==> src/sv/lpc_pkg.sv <==
// Package for the lidar polar-to-cartesian block: constants, payload structs
// and the CORDIC arctangent table. No dependencies.
`default_nettype none

package lpc_pkg;

   // points per packet is 2**POINTS_LOG2 (32 points)
   localparam int POINTS_LOG2     = 5;
   localparam int CORDIC_STAGES   = 16;
   localparam int NUM_ITER        = (CORDIC_STAGES > 24) ? 24 : CORDIC_STAGES;

   localparam int WRAP_HUNDREDTHS = 36000;
   localparam int FULL_CIRCLE     = 1152000;   // 360 deg in 1/3200 deg
   localparam int PHASE_DIV       = 1125;      // FULL_CIRCLE / 2**10
   // floor(2**42 / 1125): phase = ang * 2**22 / 1125 via reciprocal
   localparam logic [31:0] PHASE_RECIP = 32'd3909374676;
   localparam logic signed [33:0] GAIN_Q30 = 34'sd652032874;

   // a negative span wraps the 64-bit interpolation product; its offset
   // 2**(64 - POINTS_LOG2) mod 360 deg, plus one turn to keep the sum positive
   localparam logic [63:0] NEG_SHIFT = 64'd1 << (64 - POINTS_LOG2);
   localparam int NEG_WRAP = int'(NEG_SHIFT % 64'(FULL_CIRCLE)) + FULL_CIRCLE;

   // raw angle width before the modulo, and compare/subtract steps needed
   localparam int ANG_W     = (((26 - POINTS_LOG2) > 21) ? (26 - POINTS_LOG2) : 21) + 1;
   localparam int MOD_STEPS = ANG_W - 20;
   localparam int ANGR_W    = 21;

   typedef struct packed {
      logic [31:0] phase;
      logic [15:0] distance;
   } phase_type;

   typedef struct packed {
      logic signed [33:0] x;
      logic signed [33:0] y;
      logic [1:0]         quad;
      logic [15:0]        distance;
   } trig_type;

   // atan(2**-i) as a fraction of a full turn, 2**32 per turn
   function automatic logic signed [32:0] atan_turn(input int i);
      logic [29:0] v;
      case (i)
         0:       v = 30'h20000000;
         1:       v = 30'h12E4051E;
         2:       v = 30'h09FB385B;
         3:       v = 30'h051111D4;
         4:       v = 30'h028B0D43;
         5:       v = 30'h0145D7E1;
         6:       v = 30'h00A2F61E;
         7:       v = 30'h00517C55;
         8:       v = 30'h0028BE53;
         9:       v = 30'h00145F2F;
         10:      v = 30'h000A2F98;
         11:      v = 30'h000517CC;
         12:      v = 30'h00028BE6;
         13:      v = 30'h000145F3;
         14:      v = 30'h0000A2FA;
         15:      v = 30'h0000517D;
         16:      v = 30'h000028BE;
         17:      v = 30'h0000145F;
         18:      v = 30'h00000A30;
         19:      v = 30'h00000518;
         20:      v = 30'h0000028C;
         21:      v = 30'h00000146;
         22:      v = 30'h000000A3;
         default: v = 30'h00000051;
      endcase
      return $signed({3'b000, v});
   endfunction

endpackage

`default_nettype wire

==> src/sv/lpc_scale.sv <==
// Back end: round and clamp cos/sin to Q1.16, map to quadrant, scale by the
// distance and round to whole units. Three stages, last one is the output.
`default_nettype none

module lpc_scale (
   input  wire logic             clock,
   input  wire logic             reset,
   input  wire logic             in_valid,
   output logic                  in_ready,
   input  wire lpc_pkg::trig_type in_data,
   output logic                  rsp_valid,
   input  wire logic             rsp_stall,
   output logic signed [16:0]    rsp_x_coord,
   output logic signed [16:0]    rsp_y_coord,
   output logic                  rsp_point_valid
);
   import lpc_pkg::*;

   localparam int NS = 3;

   localparam logic [1:0] QUAD_0   = 2'd0;
   localparam logic [1:0] QUAD_90  = 2'd1;
   localparam logic [1:0] QUAD_180 = 2'd2;
   localparam logic [1:0] QUAD_270 = 2'd3;

   logic               vld_ff [0:NS-1];
   logic               rdy    [0:NS];

   logic signed [33:0] cos_w, sin_w;
   logic signed [17:0] cos_c, sin_c;
   logic signed [17:0] cs_ff, cs_in, ss_ff, ss_in;
   logic [15:0]        st1_dist_ff, st2_dist_ff;
   logic signed [34:0] dist_ext, cs_ext, ss_ext;
   logic signed [34:0] px_ff, px_in, py_ff, py_in;
   logic signed [34:0] rx, ry;
   logic signed [16:0] x_ff, x_in, y_ff, y_in;
   logic               pv_ff, pv_in;

   always_comb begin
      rdy[NS] = !rsp_stall;
      for (int k = NS - 1; k >= 0; k--) begin
         rdy[k] = !vld_ff[k] || rdy[k+1];
      end
   end

   assign in_ready  = rdy[0];
   assign rsp_valid = vld_ff[NS-1];

   always_ff @(posedge clock) begin
      if (reset) begin
         for (int k = 0; k < NS; k++) vld_ff[k] <= 1'b0;
      end else begin
         if (rdy[0]) vld_ff[0] <= in_valid;
         for (int k = 1; k < NS; k++) begin
            if (rdy[k]) vld_ff[k] <= vld_ff[k-1];
         end
      end
   end

   // stage 1: Q3.30 -> Q1.16 with round, clamp to +-1.0, quadrant swap
   always_comb begin
      cos_w = (in_data.x + 34'sd8192) >>> 14;
      sin_w = (in_data.y + 34'sd8192) >>> 14;
      if (cos_w > 34'sd65536)       cos_c = 18'sd65536;
      else if (cos_w < -34'sd65536) cos_c = -18'sd65536;
      else                          cos_c = 18'(cos_w);
      if (sin_w > 34'sd65536)       sin_c = 18'sd65536;
      else if (sin_w < -34'sd65536) sin_c = -18'sd65536;
      else                          sin_c = 18'(sin_w);
      unique case (in_data.quad)
         QUAD_0: begin
            cs_in = cos_c;
            ss_in = sin_c;
         end
         QUAD_90: begin
            cs_in = -sin_c;
            ss_in = cos_c;
         end
         QUAD_180: begin
            cs_in = -cos_c;
            ss_in = -sin_c;
         end
         QUAD_270: begin
            cs_in = sin_c;
            ss_in = -cos_c;
         end
         default: begin
            cs_in = cos_c;
            ss_in = sin_c;
         end
      endcase
   end

   // stage 2: distance times trig
   always_comb begin
      dist_ext = $signed({19'b0, st1_dist_ff});
      cs_ext   = 35'(cs_ff);
      ss_ext   = 35'(ss_ff);
      px_in    = dist_ext * cs_ext;
      py_in    = dist_ext * ss_ext;
   end

   // stage 3: round to whole units; no return gives zeros
   always_comb begin
      rx    = px_ff + 35'sd32768;
      ry    = py_ff + 35'sd32768;
      pv_in = (st2_dist_ff != 16'd0);
      x_in  = pv_in ? $signed(rx[32:16]) : 17'sd0;
      y_in  = pv_in ? $signed(ry[32:16]) : 17'sd0;
   end

   always_ff @(posedge clock) begin
      if (rdy[0]) begin
         cs_ff       <= cs_in;
         ss_ff       <= ss_in;
         st1_dist_ff <= in_data.distance;
      end
      if (rdy[1]) begin
         px_ff       <= px_in;
         py_ff       <= py_in;
         st2_dist_ff <= st1_dist_ff;
      end
      if (rdy[2]) begin
         x_ff  <= x_in;
         y_ff  <= y_in;
         pv_ff <= pv_in;
      end
   end

   assign rsp_x_coord     = x_ff;
   assign rsp_y_coord     = y_ff;
   assign rsp_point_valid = pv_ff;

endmodule

`default_nettype wire

==> config.mk <==
export PLATFORM = sky130hd
export DESIGN_NAME = lpc_scale
export DESIGN_NICKNAME = d
export VERILOG_FILES = /design/src/sv/lpc_pkg.sv /design/src/sv/lpc_scale.sv
export SDC_FILE = /design/constraint.sdc
export NUM_CORES = 2
export LEC_CHECK = 0
export ABC_AREA = 0
export BUFFER_PORTS_ARGS = -buffer_cell sky130_fd_sc_hd__buf_2
export CORE_MARGIN = 2
export CORE_UTILIZATION = 65
export DETAILED_ROUTE_END_ITERATION = 12
export PLACE_DENSITY = 0.83
export SKIP_CTS_REPAIR_TIMING = 1
export SYNTH_ARGS = -nofsm -noshare
export SYNTH_HDL_FRONTEND = slang
export SYNTH_SLANG_ARGS = --single-unit
==> constraint.sdc <==
create_clock -name clock -period 8.2 [get_ports clock]
set_clock_uncertainty 0.1 [all_clocks]
set_input_delay 0.41 -clock clock [delete_from_list [all_inputs] [get_ports clock]]
set_output_delay 0.41 -clock clock [all_outputs]
set_load 0.02 [all_outputs]
==> out/metrics.cfg <==
[drt]
detail_route.first_pass.iterations=6
routed_via_density=5.760
wl_per_cell_um=18.15
routed_wl_um=67190
vias=21317
final_antenna_net_count=0
drt_iter0_drc=1704
drcViolationCount=0

[synth]
syn-cell-area_mm2=0.02898
synth_edf_count=142
ys_warn_count=0
yosysTopAreaCellShare_pct=38.54
async_flop_share_pct=0
ys_ff_latch=142
synthFlopType=edfxtp_1
yosysSeqAreaShare_pct=14.71
synth_area_leader_cell=fa_1
synth_area_leaders=fa_1 39%, edfxtp_1 15%, inv_1 9.0%
syn_inst=3098
synth_area_per_cell_um2=9.356
synth_fp_nets=3916
synth_cell_types=91

[job]
maxCapViolations=0

[grt]
grt.overflow.total=0
antenna_found_initial=0
grt_pass1_vias=23271
grt_pass1_wl_um=112900
grt_start_max_net_pins=54
grt.total_usage_pct=30.70

[worst_setup_path]
path_class=flip-flop to flip-flop
worstPathRequired_ns=8.32
crit_path_start=st1_dist_ff[4]
critPathTopFamily=adder cells
cpMostUsedCell=fa_1
cp_slowest_cell=edfxtp_1
critical-path-max-stage-delay_ns=1.18
start_kind=flip-flop
cp.arrival_ns=7.85
path_buf_inv=4
endpoint_kind=flip-flop
path_max_fanout=27
cp_cell_sequence=and2_1 -> fa_1 -> inv_1 -> fa_1 -> fa_1 -> inv_1 -> ha_1 -> fa_1 -> inv_1 -> fa_1 -> inv_1 -> ha_1 -> nor3_1 -> o211ai_1 -> o211ai_1 -> o31ai_1 -> o221a_2 -> o41ai_1 -> o21ai_0 -> a21oi_1 -> xnor2_1
rr_startpoint=st1_dist_ff[4]

[floorplanning]
die_y_um=215.2
dieArea_mm2=0.04630
pin_count=127
die_w_um=215.2
coreArea_mm2=0.04412
initial_core_util_pct=65.69
row_count=77

[sta]
slew_headroom_pct=16.93
period_needed_ns=7.731
totalNegativeSetupSlack_ns=0
finalHoldViolations=0
rsz0062_at_grt=false
setup_viol_count_final=0
hold_slack_ns=0.02374
tightest_slew_ns=1.246
fmax_mhz=129.4
slew_viol_final=0
timing.final.crit_share_pct=94.28

[finish]
fillers=3304
layout_common_cells=691 x inv_1, 558 x fa_1, 369 x nand2_1
final_cell_count_no_fill=3701
final_core_util_pct=69.05
layout_commonest_cell=inv_1
drive_gt1_share_pct=6.240
diodes=0
final_nets=3914
area_growth_syn_to_layout_pct=5.124

[outcome]
status=finished, final reports clean

[place]
dp_cells=3669
dp_hpwl_um=53880
place.gp.congestion=0.9162
portBuffers=100

[cts]
cts.sinks=142
numCtsBuffers=17
cts-htree-levels=4
cts_tree=yes
clock_latency_ns=0.47
cts-root-buf=clkbuf_16
cts.clk_slew.worst_paths_ns=0.07
max-clock-path-buffers=2

[worst_hold_path]
hold_path.class=input pin to flip-flop
min_from=in_data[9]

[power_and_ir_drop]
ir_drop_uv=763.2
p_leak_nw=14.79
p_per_area_mw_per_mm2=382.0

==> routing by layer <==
layer / up-vias / global-route usage (%) / part of all wire, %
met5: - / 0 / 0
met1: 10713 / 39.78 / 40
met2: 938 / 52.00 / 49
li1: 9487 / - / -
met3: 179 / 5.563 / 8.2
met4: 0 / 11.22 / 3.2
==> synth_stat cells (12+ instances only) <==
cell      number
nor2_1        89
nor4_1        14
nand2_1      370
o21ai_0       55
ha_1         170
xor2_1        44
and3_1        23
buf_2         14
or3_1         23
nor2b_1       12
clkbuf_1     115
nand3_1       48
a21oi_1       70
inv_1        693
nor3_1        21
xnor2_1       97
fa_1         558
edfxtp_1     142
nand4_1       17
and2_1       294
nand2b_1      12
a21o_1        17
==> report_power, final <==
part	total [mW]	switching (mW)	internal [mW]	leakage (nW)
combinational	8.99	5.04	3.95	12.9
clock	0.918	0.342	0.576	0.334
sequential	1.73	0.206	1.52	1.54
==> path summary, 6_finish.rpt <==
path                          end  slack [ns]  cells past startpoint
setup / recovery        px_ff[32]        0.47                     21
hold / removal     st1_dist_ff[9]        0.02                      1
setup reg to reg        px_ff[32]        0.47                     21
hold reg to reg   rsp_y_coord[14]        0.52                      2
==> flip-flops by register name, indices dropped and copies added, names as in the netlist <==
register,cells
rsp_y_coord,17
ss_ff,18
py_ff,18
cs_ff,18
st1_dist_ff,16
rsp_point_valid,1
rsp_x_coord,17
vld_ff,3
px_ff,18
st2_dist_ff,16
==> through the flow <==
stage | setup WS [ns] | power (mW) | cell area (µm²)
global placement | 0.9396 | 10.11 | 29790
floorplan | 1.864 | 8.607 | 28980
CTS | 0.7058 | 11.61 | 30470
detailed placement | 0.7607 | 10.52 | 29790
global route | 0.1671 | 12.90 | 30470
finish | 0.4693 | 11.64 | 30470
==> area by class of cell <==
class / instances / area [µm²] / area share, %
Sequential cell: 142 / 4264 / 13.99
Multi-Input combinational cell: 2120 / 21520 / 70.64
Inverter: 695 / 2609 / 8.562
Timing Repair Buffer: 120 / 650.6 / 2.135
Clock inverter: 15 / 255.2 / 0.8377
Tap cell: 592 / 740.7 / 2.431
Clock buffer: 17 / 425.4 / 1.396
==> cell families after synthesis <==
family,count (synthesis),synth area share [%]
AOI/OAI and AO/OA,260,6.143
muxes,15,0.6302
and+or+nand+nor,976,17.34
buffers and inverters,836,11.03
adders and majority gates,728,45.88
DFF,142,14.71
xor gates and xnor gates,141,4.261
==> worst register-to-register path, stage by stage, from the launching register on <==
cell      delay (ns)
edfxtp_1        1.18
and2_1          0.28
fa_1            0.41
inv_1           0.09
fa_1            0.43
fa_1            0.52
inv_1           0.04
ha_1            0.30
fa_1            0.48
inv_1           0.05
fa_1            0.47
inv_1           0.06
ha_1            0.20
nor3_1          0.30
o211ai_1        0.14
o211ai_1        0.46
o31ai_1         0.29
o221a_2         0.34
o41ai_1         0.58
o21ai_0         0.40
a21oi_1         0.28
xnor2_1         0.10
(Power assumes the default switching activity.)
