`src/sv/lpc_pkg.sv`:
```
// Package for the lidar polar-to-cartesian block: constants, payload structs
// and the CORDIC arctangent table. No dependencies.
`default_nettype none

package lpc_pkg;

   // points per packet is 2**POINTS_LOG2 (32 points)
   localparam int POINTS_LOG2     = 5;
   localparam int CORDIC_STAGES   = 16;
   localparam int NUM_ITER        = (CORDIC_STAGES > 24) ? 24 : CORDIC_STAGES;

   localparam int WRAP_HUNDREDTHS = 36000;
   localparam int FULL_CIRCLE     = 1152000;   // 360 deg in 1/3200 deg
   localparam int PHASE_DIV       = 1125;      // FULL_CIRCLE / 2**10
   // floor(2**42 / 1125): phase = ang * 2**22 / 1125 via reciprocal
   localparam logic [31:0] PHASE_RECIP = 32'd3909374676;
   localparam logic signed [33:0] GAIN_Q30 = 34'sd652032874;

   // a negative span wraps the 64-bit interpolation product; its offset
   // 2**(64 - POINTS_LOG2) mod 360 deg, plus one turn to keep the sum positive
   localparam logic [63:0] NEG_SHIFT = 64'd1 << (64 - POINTS_LOG2);
   localparam int NEG_WRAP = int'(NEG_SHIFT % 64'(FULL_CIRCLE)) + FULL_CIRCLE;

   // raw angle width before the modulo, and compare/subtract steps needed
   localparam int ANG_W     = (((26 - POINTS_LOG2) > 21) ? (26 - POINTS_LOG2) : 21) + 1;
   localparam int MOD_STEPS = ANG_W - 20;
   localparam int ANGR_W    = 21;

   typedef struct packed {
      logic [31:0] phase;
      logic [15:0] distance;
   } phase_type;

   typedef struct packed {
      logic signed [33:0] x;
      logic signed [33:0] y;
      logic [1:0]         quad;
      logic [15:0]        distance;
   } trig_type;

   // atan(2**-i) as a fraction of a full turn, 2**32 per turn
   function automatic logic signed [32:0] atan_turn(input int i);
      logic [29:0] v;
      case (i)
         0:       v = 30'h20000000;
         1:       v = 30'h12E4051E;
         2:       v = 30'h09FB385B;
         3:       v = 30'h051111D4;
         4:       v = 30'h028B0D43;
         5:       v = 30'h0145D7E1;
         6:       v = 30'h00A2F61E;
         7:       v = 30'h00517C55;
         8:       v = 30'h0028BE53;
         9:       v = 30'h00145F2F;
         10:      v = 30'h000A2F98;
         11:      v = 30'h000517CC;
         12:      v = 30'h00028BE6;
         13:      v = 30'h000145F3;
         14:      v = 30'h0000A2FA;
         15:      v = 30'h0000517D;
         16:      v = 30'h000028BE;
         17:      v = 30'h0000145F;
         18:      v = 30'h00000A30;
         19:      v = 30'h00000518;
         20:      v = 30'h0000028C;
         21:      v = 30'h00000146;
         22:      v = 30'h000000A3;
         default: v = 30'h00000051;
      endcase
      return $signed({3'b000, v});
   endfunction

endpackage

`default_nettype wire

```
`src/sv/lpc_cordic.sv`:
```
// Quadrant split and pipelined rotation CORDIC, one stage per iteration.
// Uses lpc_pkg.
`default_nettype none

module lpc_cordic (
   input  wire logic             clock,
   input  wire logic             reset,
   input  wire logic             in_valid,
   output logic                  in_ready,
   input  wire lpc_pkg::phase_type in_data,
   output logic                  out_valid,
   input  wire logic             out_ready,
   output lpc_pkg::trig_type     out_data
);
   import lpc_pkg::*;

   localparam int NS = NUM_ITER + 1;

   logic                vld_ff  [0:NS-1];
   logic                rdy     [0:NS];
   logic signed [33:0]  x_ff    [0:NS-1];
   logic signed [33:0]  y_ff    [0:NS-1];
   logic signed [32:0]  r_ff    [0:NS-1];
   logic [1:0]          quad_ff [0:NS-1];
   logic [15:0]         dist_ff [0:NS-1];
   logic signed [33:0]  x_in    [1:NS-1];
   logic signed [33:0]  y_in    [1:NS-1];
   logic signed [32:0]  r_in    [1:NS-1];
   logic [1:0]          quad_in;
   logic signed [31:0]  resid_in;
   logic [31:0]         phase_rnd;

   always_comb begin
      rdy[NS] = out_ready;
      for (int k = NS - 1; k >= 0; k--) begin
         rdy[k] = !vld_ff[k] || rdy[k+1];
      end
   end

   assign in_ready  = rdy[0];
   assign out_valid = vld_ff[NS-1];

   always_ff @(posedge clock) begin
      if (reset) begin
         for (int k = 0; k < NS; k++) vld_ff[k] <= 1'b0;
      end else begin
         if (rdy[0]) vld_ff[0] <= in_valid;
         for (int k = 1; k < NS; k++) begin
            if (rdy[k]) vld_ff[k] <= vld_ff[k-1];
         end
      end
   end

   // nearest quadrant; residual lands in [-45, 45) deg, so a 32-bit wrap is exact
   always_comb begin
      phase_rnd = in_data.phase + 32'h2000_0000;
      quad_in   = phase_rnd[31:30];
      resid_in  = $signed(in_data.phase - {quad_in, 30'b0});
   end

   // iteration k-1 sits between registers k-1 and k; zero residual rotates positive
   always_comb begin
      for (int k = 1; k < NS; k++) begin
         if (r_ff[k-1] >= 0) begin
            x_in[k] = x_ff[k-1] - (y_ff[k-1] >>> (k - 1));
            y_in[k] = y_ff[k-1] + (x_ff[k-1] >>> (k - 1));
            r_in[k] = r_ff[k-1] - atan_turn(k - 1);
         end else begin
            x_in[k] = x_ff[k-1] + (y_ff[k-1] >>> (k - 1));
            y_in[k] = y_ff[k-1] - (x_ff[k-1] >>> (k - 1));
            r_in[k] = r_ff[k-1] + atan_turn(k - 1);
         end
      end
   end

   always_ff @(posedge clock) begin
      if (rdy[0]) begin
         x_ff[0]    <= GAIN_Q30;
         y_ff[0]    <= '0;
         r_ff[0]    <= 33'(resid_in);
         quad_ff[0] <= quad_in;
         dist_ff[0] <= in_data.distance;
      end
      for (int k = 1; k < NS; k++) begin
         if (rdy[k]) begin
            x_ff[k]    <= x_in[k];
            y_ff[k]    <= y_in[k];
            r_ff[k]    <= r_in[k];
            quad_ff[k] <= quad_ff[k-1];
            dist_ff[k] <= dist_ff[k-1];
         end
      end
   end

   assign out_data.x        = x_ff[NS-1];
   assign out_data.y        = y_ff[NS-1];
   assign out_data.quad     = quad_ff[NS-1];
   assign out_data.distance = dist_ff[NS-1];

endmodule

`default_nettype wire

```
`config.mk`:
```
export PLATFORM = sky130hd
export DESIGN_NAME = lpc_cordic
export DESIGN_NICKNAME = d
export VERILOG_FILES = /design/src/sv/lpc_pkg.sv /design/src/sv/lpc_cordic.sv
export SDC_FILE = /design/constraint.sdc
export NUM_CORES = 2
export LEC_CHECK = 0
export BUFFER_PORTS_ARGS = -buffer_cell sky130_fd_sc_hd__clkbuf_2
export CAP_MARGIN = 20
export CORE_MARGIN = 3
export CORE_UTILIZATION = 37
export CTS_CLUSTER_DIAMETER = 100
export CTS_CLUSTER_SIZE = 10
export DETAILED_ROUTE_END_ITERATION = 8
export PLACE_DENSITY = 0.57
export SLEW_MARGIN = 20
export SYNTH_ARGS = -nofsm -noshare
export SYNTH_HDL_FRONTEND = slang
export SYNTH_SLANG_ARGS = --single-unit
```
`constraint.sdc`:
```
create_clock -name clock -period 9 [get_ports clock]
set_input_delay 0.45 -clock clock [delete_from_list [all_inputs] [get_ports clock]]
set_output_delay 0.45 -clock clock [all_outputs]
set_load 0.02 [all_outputs]
```
==> run_results.csv <==
group,metric,value,unit
die,die_w,600.8,um
min_path,hold_end,"vld_ff[0][9]",
die,start_util,37.32,%
timing,rsz0062_at_grt,"no",
setup_path,crit_top_cell,"buf_4",
synthesis,yosys_most_used_dff,"edfxtp_1",
timing,fin_setup_tns,0,ns
global_route,antenna_found_initial,4,
clock_network,clock-sinks,1812,
routing,wl_per_cell,17.85,um
placement,dpl_worst_slack,3.060,ns
setup_path,critPathMaxStageDelay,0.89,ns
global_route,grt_pass1_wl,503.6,mm
placement,portBuffers,139,
timing,slew-limit-headroom,23.48,%
synthesis,yosysUniqueCellTypes,97,
timing,fin_hold_ws,0.1377,ns
timing,min_period,6.301,ns
routing,via_per_inst,5.334,
synthesis,yosysWarnings,0,
global_route,grt_pass1_vias,91370,
die,design.die.area,361000,um2
synthesis,synth-seq-cells,1812,
synthesis,yosysMostFrequentCell,"edfxtp_1",
synthesis,synth.top_cells.by_count,"1812 x edfxtp_1, 1382 x ha_1, 1220 x xnor2_1",
synthesis,synth_area_leaders,"edfxtp_1 42%, ha_1 13%, xnor2_1 8.2%",
routing,via_count,94210,
setup_path,crit_path_start_kind,"register",
global_route,grt_max_degree,115,
synthesis,synth_top_cell_area_share,41.56,%
synthesis,synth_edf_count,1812,
final_layout,drive_above_1_share,4.556,%
timing,report.final.slew_viol_count,0,
clock_network,cts_hold_buf,50,
synthesis,synthCells,12620,
job,drv_cap,0,
final_layout,area_delta_synth_final,9.603,%
timing,fin_crit_sh,70.01,%
die,core_area,350800,um2
clock_network,numCtsBuffers,206,
synthesis,synthesis.nets,14100,
global_route,grt-ovfl-total,0,
setup_path,worstPathRequired,8.55,ns
global_route,use_met1,21.51,%
setup_path,ff2ff_path_depth,20,
setup_path,r2r_setup_slack,3.00,ns
global_route,grtUsageTotal,16.95,%
global_route,use_met2,30.72,%
clock_network,insertion_delay,0.93,ns
final_layout,final_nets,14410,
routing,drc,0,
timing,fmax,158.7,MHz
synthesis,netlist.top_cell.by_area,"edfxtp_1",
setup_path,cp.arrival,5.85,ns
die,rows,217,
setup_path,path_cells,"nor2b_1 -> nand2_4 -> nor2_1 -> and2_1 -> clkinvlp_4 -> buf_4 -> nor3_1 -> nand3_4 -> nor2_1 -> nand2_2 -> buf_4 -> buf_4 -> clkbuf_2",
clock_network,post_cts_buffers,0,
min_path,min_from,"reset",
clock_network,root_buffer,"clkbuf_16",
synthesis,synthArstFlopShare,0,%
synthesis,ys_seq_area_share,41.56,%
setup_path,path_max_fanout,46,
timing,layout_setup_ws,2.699,ns
min_path,hold_path_depth,2,
clock_network,cts_tree,"built",
placement,place_congestion,0.8865,
timing,finClkSkew,0.1247,ns
routing,drtIter0Drc,5640,
routing,final_antenna_net_count,0,
global_route,busiest_layer,"met2",
placement,hpwl,246.5,mm
clock_network,cts_buffer_depth,4,
setup_path,cp_top_family,"simple AND/OR/NAND/NOR gates",
synthesis,synth.cell_area,130900,um2
setup_path,crit_type,"register to output pin",
timing,hold_violations,0,
setup_path,crit-reg2reg-launch,"x_ff[1][43]",
die,die_y,600.8,um
timing,setup_viol,0,
synthesis,syn_area_per_cell,10.37,um2
setup_path,r2r_end,"y_ff[1][101]",
clock_network,cts.clk_slew.worst_paths,0.06,ns
setup_path,slowest_stage,"nor3_1",
min_path,hold_class,"input port to register",
global_route,use_met3,1.529,%
routing,firstDrtPassIters,5,
setup_path,critPathBufInv,5,
timing,tightest_slew,1.145,ns
die,ios,140,
clock_network,cts_resized,0,
routing,drt_wl_total,315.3,mm
clock_network,cts_htree_levels,4,
setup_path,cp-end-kind,"output pin",
outcome,status,"finished clean",
[layer usage]
layer  wire length (um)  vias up
met5                  0        -
met4               7700        0
met3               9219      404
met2             158500     1352
met1             139800    44610
li1                   -    47840
[sequential cells by signal (all words and copies together), names as in the netlist]
name and cells:
quad_ff 34, dist_ff 272, r_ff 494, vld_ff 17, y_ff 511, x_ff 484
[worst max-delay path by stage]
stage                              from      endpoint  slack (ns)  depth (start not counted)
after global placement      x_ff[1][43]  y_ff[1][101]        2.77                         20
final                     vld_ff[0][16]      in_ready        2.70                         13
after CTS                 vld_ff[0][16]      in_ready        2.56                         13
after global routing      vld_ff[0][16]      in_ready        2.16                         13
after detailed placement    x_ff[1][46]  y_ff[1][101]        3.06                         20
after floorplan           vld_ff[0][16]  vld_ff[0][0]        0.68                         10
[placed cells by master (no fill, tap or decap), types with 59 or more instances in the layout]
master        n
a21oi_1    1078
nor2_1      822
o21bai_1    186
buf_4        62
o21a_1      189
xor2_1      625
nand4_1     105
o41ai_1      98
and3_1      110
ha_1       1382
nor4_1       59
nand2b_1    240
or3_1       155
nor3_1      189
or4_1        96
inv_1       489
and2_1       72
a21o_1      603
xnor2_1    1220
o21ai_0     816
nand3_1     203
a31oi_1      84
nand2_1     710
o31ai_1     202
a211oi_1    118
edfxtp_1   1812
or2_2        69
nor2b_1     143
clkbuf_2    139
clkbuf_16   207
[kinds of logic (layout without fill, tap and decap cells)]
| logic type | count (synthesis) | in the layout | share of synthesized area (%) |
|---|---|---|---|
| AO/OA/AOI/OAI | 3811 | 3811 | 18.67 |
| XOR/XNOR | 1847 | 1847 | 12.37 |
| adder cells (fa/ha/maj) | 1425 | 1425 | 13.87 |
| buffers and inverters | 649 | 980 | 1.863 |
| flip-flops | 1812 | 1812 | 41.56 |
| multiplexers | 27 | 27 | 0.2093 |
| other | 0 | 3 | 0 |
| AND/OR/NAND/NOR | 3048 | 3048 | 11.47 |
[area by class of cell]
type	count	area, um2
Clock buffer	208	5184
Antenna cell	3	7.507
Clock inverter	20	272.8
Sequential cell	1812	54410
Tap cell	4708	5891
Inverter	499	1887
Timing Repair Buffer	253	1693
Multi-Input combinational cell	10160	74150
Fill cell	34280	207300
[stage by stage]
| step | utilization [%] | std cells | area [um2] |
|---|---|---|---|
| 2_1_floorplan | - | 12620 | 130900 |
| 5_1_grt | 40.91 | 17660 | 143500 |
| 3_3_place_gp | 39.20 | 17380 | 137500 |
| 6_report | 40.91 | 17660 | 143500 |
| 4_1_cts | 40.90 | 17660 | 143500 |
| 3_5_place_dp | 39.20 | 17380 | 137500 |
[worst register-to-register path, cell delays in order (launching register included)]
cell	delay, ns
edfxtp_1	0.48
or4_1	0.57
nor3_2	0.17
and3_1	0.20
nand2b_1	0.09
or4_1	0.47
or4_1	0.45
or3_1	0.37
o21ai_0	0.22
xnor2_1	0.16
ha_1	0.32
a21oi_1	0.15
nor2b_1	0.06
o21ai_0	0.18
nand2b_1	0.10
a221oi_1	0.46
nor3_1	0.14
a2111oi_0	0.69
nand3b_1	0.15
a31oi_1	0.23
xnor2_1	0.09
Power is not shown: default switching activity piles up to over one toggle a cycle in this logic, so the estimate is an artifact.
