$ cat src/sv/lpc_pkg.sv
// Package for the lidar polar-to-cartesian block: constants, payload structs
// and the CORDIC arctangent table. No dependencies.
`default_nettype none

package lpc_pkg;

   // points per packet is 2**POINTS_LOG2 (32 points)
   localparam int POINTS_LOG2     = 5;
   localparam int CORDIC_STAGES   = 16;
   localparam int NUM_ITER        = (CORDIC_STAGES > 24) ? 24 : CORDIC_STAGES;

   localparam int WRAP_HUNDREDTHS = 36000;
   localparam int FULL_CIRCLE     = 1152000;   // 360 deg in 1/3200 deg
   localparam int PHASE_DIV       = 1125;      // FULL_CIRCLE / 2**10
   // floor(2**42 / 1125): phase = ang * 2**22 / 1125 via reciprocal
   localparam logic [31:0] PHASE_RECIP = 32'd3909374676;
   localparam logic signed [33:0] GAIN_Q30 = 34'sd652032874;

   // a negative span wraps the 64-bit interpolation product; its offset
   // 2**(64 - POINTS_LOG2) mod 360 deg, plus one turn to keep the sum positive
   localparam logic [63:0] NEG_SHIFT = 64'd1 << (64 - POINTS_LOG2);
   localparam int NEG_WRAP = int'(NEG_SHIFT % 64'(FULL_CIRCLE)) + FULL_CIRCLE;

   // raw angle width before the modulo, and compare/subtract steps needed
   localparam int ANG_W     = (((26 - POINTS_LOG2) > 21) ? (26 - POINTS_LOG2) : 21) + 1;
   localparam int MOD_STEPS = ANG_W - 20;
   localparam int ANGR_W    = 21;

   typedef struct packed {
      logic [31:0] phase;
      logic [15:0] distance;
   } phase_type;

   typedef struct packed {
      logic signed [33:0] x;
      logic signed [33:0] y;
      logic [1:0]         quad;
      logic [15:0]        distance;
   } trig_type;

   // atan(2**-i) as a fraction of a full turn, 2**32 per turn
   function automatic logic signed [32:0] atan_turn(input int i);
      logic [29:0] v;
      case (i)
         0:       v = 30'h20000000;
         1:       v = 30'h12E4051E;
         2:       v = 30'h09FB385B;
         3:       v = 30'h051111D4;
         4:       v = 30'h028B0D43;
         5:       v = 30'h0145D7E1;
         6:       v = 30'h00A2F61E;
         7:       v = 30'h00517C55;
         8:       v = 30'h0028BE53;
         9:       v = 30'h00145F2F;
         10:      v = 30'h000A2F98;
         11:      v = 30'h000517CC;
         12:      v = 30'h00028BE6;
         13:      v = 30'h000145F3;
         14:      v = 30'h0000A2FA;
         15:      v = 30'h0000517D;
         16:      v = 30'h000028BE;
         17:      v = 30'h0000145F;
         18:      v = 30'h00000A30;
         19:      v = 30'h00000518;
         20:      v = 30'h0000028C;
         21:      v = 30'h00000146;
         22:      v = 30'h000000A3;
         default: v = 30'h00000051;
      endcase
      return $signed({3'b000, v});
   endfunction

endpackage

`default_nettype wire

$ cat src/sv/lpc_angle.sv
// Angle front end: unwrap, interpolate, modulo 360 deg, scale to a 32-bit
// binary angle. Five register stages. Uses lpc_pkg.
`default_nettype none

module lpc_angle (
   input  wire logic             clock,
   input  wire logic             reset,
   input  wire logic             in_valid,
   output logic                  in_ready,
   input  wire logic [15:0]      pkt_start,
   input  wire logic [15:0]      pkt_end,
   input  wire logic [4:0]       point_index,
   input  wire logic [15:0]      distance,
   output logic                  out_valid,
   input  wire logic             out_ready,
   output lpc_pkg::phase_type    out_data
);
   import lpc_pkg::*;

   localparam int NS = 5;

   logic            vld_ff [0:NS-1];
   logic            rdy    [0:NS];

   // stage 1
   logic [15:0]     st1_start_ff;
   logic [20:0]     st1_prod_ff, st1_prod_in;
   logic            st1_neg_ff, st1_neg_in;
   logic [15:0]     st1_dist_ff;
   logic [16:0]     end_ext;
   logic            span_neg;
   logic [15:0]     span;
   // stage 2
   logic [ANGR_W-1:0] st2_ang_ff, st2_ang_in;
   logic [15:0]     st2_dist_ff;
   logic [ANG_W-1:0] ang_raw;
   // stage 3
   logic [52:0]     st3_mult_ff, st3_mult_in;
   logic [ANGR_W-1:0] st3_ang_ff;
   logic [15:0]     st3_dist_ff;
   // stage 4
   logic [31:0]     st4_est_ff;
   logic [42:0]     st4_estp_ff, st4_estp_in;
   logic [ANGR_W-1:0] st4_ang_ff;
   logic [15:0]     st4_dist_ff;
   // stage 5
   logic [31:0]     st5_phase_ff, st5_phase_in;
   logic [15:0]     st5_dist_ff;
   logic [42:0]     rem;

   always_comb begin
      rdy[NS] = out_ready;
      for (int k = NS - 1; k >= 0; k--) begin
         rdy[k] = !vld_ff[k] || rdy[k+1];
      end
   end

   assign in_ready  = rdy[0];
   assign out_valid = vld_ff[NS-1];

   always_ff @(posedge clock) begin
      if (reset) begin
         for (int k = 0; k < NS; k++) vld_ff[k] <= 1'b0;
      end else begin
         if (rdy[0]) vld_ff[0] <= in_valid;
         for (int k = 1; k < NS; k++) begin
            if (rdy[k]) vld_ff[k] <= vld_ff[k-1];
         end
      end
   end

   // stage 1: unwrap end angle, |span| * index; start above end + 360 deg
   // leaves a negative span
   always_comb begin
      end_ext = (pkt_end < pkt_start) ? ({1'b0, pkt_end} + 17'(WRAP_HUNDREDTHS))
                                      : {1'b0, pkt_end};
      span_neg    = (end_ext < {1'b0, pkt_start});
      span        = span_neg ? 16'({1'b0, pkt_start} - end_ext)
                             : 16'(end_ext - {1'b0, pkt_start});
      st1_prod_in = {5'b0, span} * {16'b0, point_index};
      st1_neg_in  = span_neg && (point_index != 5'd0);
   end

   // stage 2: angle in 1/3200 deg, then reduce by conditional subtracts
   always_comb begin
      ang_raw = ANG_W'({st1_start_ff, 5'b0});
      if (st1_neg_ff) begin
         ang_raw = ang_raw + ANG_W'(NEG_WRAP)
                 - ANG_W'(({st1_prod_ff, 5'b0} + 26'((1 << POINTS_LOG2) - 1)) >> POINTS_LOG2);
      end else begin
         ang_raw = ang_raw + ANG_W'({st1_prod_ff, 5'b0} >> POINTS_LOG2);
      end
      for (int k = MOD_STEPS - 1; k >= 0; k--) begin
         if (ang_raw >= ANG_W'(FULL_CIRCLE << k)) begin
            ang_raw = ang_raw - ANG_W'(FULL_CIRCLE << k);
         end
      end
      st2_ang_in = ANGR_W'(ang_raw);
   end

   // stage 3: reciprocal multiply
   assign st3_mult_in = {32'b0, st2_ang_ff} * {21'b0, PHASE_RECIP};

   // stage 4: estimate is low by at most two; form est * 1125 for the check
   assign st4_estp_in = {11'b0, st3_mult_ff[51:20]} * 43'(PHASE_DIV);

   // stage 5: correct the estimate from the remainder
   always_comb begin
      rem = {st4_ang_ff, 22'b0} - st4_estp_ff;
      if (rem >= 43'(2 * PHASE_DIV)) begin
         st5_phase_in = st4_est_ff + 32'd2;
      end else if (rem >= 43'(PHASE_DIV)) begin
         st5_phase_in = st4_est_ff + 32'd1;
      end else begin
         st5_phase_in = st4_est_ff;
      end
   end

   always_ff @(posedge clock) begin
      if (rdy[0]) begin
         st1_start_ff <= pkt_start;
         st1_prod_ff  <= st1_prod_in;
         st1_neg_ff   <= st1_neg_in;
         st1_dist_ff  <= distance;
      end
      if (rdy[1]) begin
         st2_ang_ff  <= st2_ang_in;
         st2_dist_ff <= st1_dist_ff;
      end
      if (rdy[2]) begin
         st3_mult_ff <= st3_mult_in;
         st3_ang_ff  <= st2_ang_ff;
         st3_dist_ff <= st2_dist_ff;
      end
      if (rdy[3]) begin
         st4_est_ff  <= st3_mult_ff[51:20];
         st4_estp_ff <= st4_estp_in;
         st4_ang_ff  <= st3_ang_ff;
         st4_dist_ff <= st3_dist_ff;
      end
      if (rdy[4]) begin
         st5_phase_ff <= st5_phase_in;
         st5_dist_ff  <= st4_dist_ff;
      end
   end

   assign out_data.phase    = st5_phase_ff;
   assign out_data.distance = st5_dist_ff;

endmodule

`default_nettype wire

$ cat config.mk
export PLATFORM = sky130hd
export DESIGN_NAME = lpc_angle
export DESIGN_NICKNAME = d
export VERILOG_FILES = /design/src/sv/lpc_pkg.sv /design/src/sv/lpc_angle.sv
export SDC_FILE = /design/constraint.sdc
export NUM_CORES = 2
export LEC_CHECK = 0
export ABC_AREA = 1
export BUFFER_PORTS_ARGS = -buffer_cell sky130_fd_sc_hd__buf_2
export CAP_MARGIN = 20
export CORE_ASPECT_RATIO = 0.5
export CORE_MARGIN = 3
export CORE_UTILIZATION = 25
export CTS_BUF_LIST = sky130_fd_sc_hd__clkbuf_16
export CTS_CLUSTER_DIAMETER = 30
export DETAILED_ROUTE_END_ITERATION = 8
export GPL_TIMING_DRIVEN = 0
export PLACE_DENSITY = 0.48
export RECOVER_POWER = 25
export SYNTH_ARGS = -nofsm -noshare
export SYNTH_HDL_FRONTEND = slang
export SYNTH_SLANG_ARGS = --single-unit
$ cat constraint.sdc
create_clock -name clock -period 19.65 [get_ports clock]
set_input_delay 1.965 -clock clock [delete_from_list [all_inputs] [get_ports clock]]
set_output_delay 1.965 -clock clock [all_outputs]
set_load 0.005 [all_outputs]
==> impl_metrics.csv <==
group,metric,value,unit
status,status,"complete, no violations",
final_layout,mostFrequentLayoutCells,"894 x inv_1, 794 x nand2_1, 584 x ha_1, 350 x nor2_1, 323 x edfxtp_1",
setup_path,reg2regPathDepth,21,
die,dieArea,156000,sq um
setup_path,r2r_end,"st3_mult_ff[46]$_DFFE_PP_",
sta,finalHoldViolCount,0,
global_routing,grt_max_degree,71,
synthesis,synth_largest_area_cell,"edfxtp_1",
synthesis,synth_ff_type,"edfxtp_1",
cts,cts_tree,"yes",
routing,wl,103000,um
setup_path,crit_arrival,10860,ps
synthesis,syn_area,37700,sq um
routing,wl_per_cell,15.6,um
synthesis,synthArstFlopShare,0,%
place,hpwlAfterDp,87000,um
sta,max_freq,95.1,MHz
die,initial_core_util,25.3,%
worst_hold_path,hp-class,"reg2reg",
setup_path,worstSetupStartpointType,"input port",
die,core_area,149000,sq um
synthesis,synth_seq_area_share,25.7,%
setup_path,rr_startpoint,"st2_ang_ff[19]$_DFFE_PP_",
routing,drc,0,
routing,ant_nets,0,
global_routing,grt_pass1_wl,163000,um
setup_path,crit_path_end,"st1_prod_ff[17]$_DFFE_PN_",
routing,first_pass_iters,6,
setup_path,criticalPathCategory,"in2reg",
routing,via_per_inst,4.40,
setup_path,r2r_setup_slack,12250,ps
setup_path,cp_slowest_cell,"fa_1",
job,max_cap_violations,0,
setup_path,path_common_cell,"a21oi_1",
cts,cts-resized-gates,0,
synthesis,synth_seq_cells,323,
synthesis,yosys-top-cells-area,"edfxtp_1 26%, ha_1 19%, fa_1 16%, inv_1 8.9%, nand2_1 7.9%",
cts,clk_pin_slew,60,ps
setup_path,cp-startpoint,"pkt_start[3]",
cts,cts_max_level,2,
final_layout,drive_above_1_share,7.04,%
final_layout,fin_nets,5471,
sta,slew_headroom,35.2,%
cts,clk_path_buf_depth,3,
synthesis,avgSynthCellArea,8.64,sq um
sta,rsz0062_at_grt,"no",
final_layout,area_growth,13.4,%
sta,maxSlewViolCount,0,
final_layout,fillers,15900,
global_routing,overflow,0,
synthesis,yosysWarnings,0,
sta,worst_pin_slew,973,ps
sta,period_minus_slack,10520,ps
die,die_y,281,um
die,rows,100,
sta,fin_crit_sh,53.5,%
routing,num_vias,28900,
setup_path,endpoint_kind,"register",
sta,fin_tns_setup,0,ps
synthesis,postSynthCellCount,4364,
cts,root_buffer,"clkbuf_16",
sta,finClkSkew,24.7,ps
cts,cts_sinks,323,
place,portBuffers,106,
setup_path,cp_data_required_time,19990,ps
cts,cts_hold_buffers,0,
global_routing,antenna_found_initial,4,
setup_path,critPathMaxFanout,10,
global_routing,grt_pass1_vias,29900,
global_routing,gr-usage-all-layers,13.1,%
sta,setup_viol,0,
synthesis,syn-num-nets,5307,
routing,dr.first_iter.drc_count,1428,
place,gp_congestion,0.929,
cts,numCtsBuffers,53,
final_layout,final_common_cell,"inv_1",
synthesis,yosysTopAreaCellShare,25.7,%
cts,clk_latency,600,ps
synthesis,synth-edff-count,323,
die,chipWidth,555,um
cts,post-cts-setup-buffers,0,
die,ios,107,
synthesis,ys_types,60,
setup_path,slowest_delay,540,ps
[kinds of logic after synthesis]
logic type	Yosys count	share of synthesized area, %
simple gates	1533	17.5
buf+inv	962	9.71
fa+ha+maj	886	35.4
compound gates	451	6.82
flops	323	25.7
xor+xnor	209	4.87
[cell usage after synthesis (all sizes together), types with 2 or more instances]
master	instances
a221oi	5
nand3	178
and3	2
clkinv	4
a21boi	7
edfxtp	323
nor4	9
o31ai	7
a21o	10
o21bai	18
fa	302
clkbuf	14
nand3b	8
o21ai	111
a31oi	24
o21a	8
nand4	69
a21oi	229
o221ai	7
ha	584
nor2	370
xnor2	43
o2111ai	5
buf	20
nand2	818
xor2	166
nor3	58
nor4b	2
and2	6
o211ai	14
or2	11
inv	924
[flip-flops by register name, indices dropped and copies added, names as in the netlist]
register,cells
st4_ang_ff,21
vld_ff,5
st1_neg_ff,1
st3_mult_ff,32
st3_dist_ff,16
st1_start_ff,16
st3_ang_ff,21
st1_dist_ff,16
st1_prod_ff,21
st4_est_ff,32
st5_phase_ff,32
st2_ang_ff,21
st5_dist_ff,16
st4_estp_ff,41
st2_dist_ff,16
st4_dist_ff,16
[stage by stage]
step           utilization, %  setup slack [ps]  instances  hold slack [ps]  area (sq um)
5_1_grt                  28.6              8280       6562              424         42800
2_1_floorplan               -              9190       4364              400         37700
3_5_place_dp             27.3              8540       6462              405         40800
3_3_place_gp             27.3              5800       6459              400         40700
4_1_cts                  28.7              9180       6562              412         42800
6_report                 28.6              9130       6564              407         42800
[worst min path at each step]
stage	start	endpoint	slack [ps]	depth (start not counted)
finish	st2_dist_ff[13]$_DFFE_PP_	st3_dist_ff[13]$_DFFE_PP_	410	0
global route	st2_dist_ff[12]$_DFFE_PP_	st3_dist_ff[12]$_DFFE_PP_	420	0
CTS	st1_dist_ff[6]$_DFFE_PN_	st2_dist_ff[6]$_DFFE_PP_	410	0
detailed placement	st2_dist_ff[10]$_DFFE_PP_	st3_dist_ff[10]$_DFFE_PP_	400	0
global placement	st3_dist_ff[10]$_DFFE_PP_	st4_dist_ff[10]$_DFFE_PP_	400	0
floorplan	st1_dist_ff[0]$_DFFE_PN_	st2_dist_ff[0]$_DFFE_PP_	400	0
[layout make-up]
class | instances | area (sq um) | area share, %
Clock buffer | 55 | 1380 | 3.22
Inverter | 928 | 3490 | 8.16
Timing Repair Buffer | 109 | 579 | 1.35
Antenna cell | 2 | 5.00 | 0.0117
Clock inverter | 45 | 592 | 1.38
Multi-Input combinational cell | 3079 | 24400 | 57.0
Buffer | 34 | 176 | 0.413
Tap cell | 1989 | 2490 | 5.82
Sequential cell | 323 | 9700 | 22.7
[critical path, delay by kind of cell]
kind            cells  cell delay, ps
xor+xnor            3             710
fa+ha+maj           6            2590
buf+inv             7             760
simple gates       10            1420
compound gates     17            3370
[routing by layer]
metal  vias to the layer above  share of wire (%)  global-route usage, %
li1                      14500                  -                      -
met1                     13900                 48                   17.7
met2                       470                 47                   22.6
met3                       106                3.6                   1.72
met4                         4                1.7                   2.40
met5                         -              0.031                      0
Power is not shown: default switching activity piles up to over one toggle a cycle in this logic, so the estimate is an artifact.
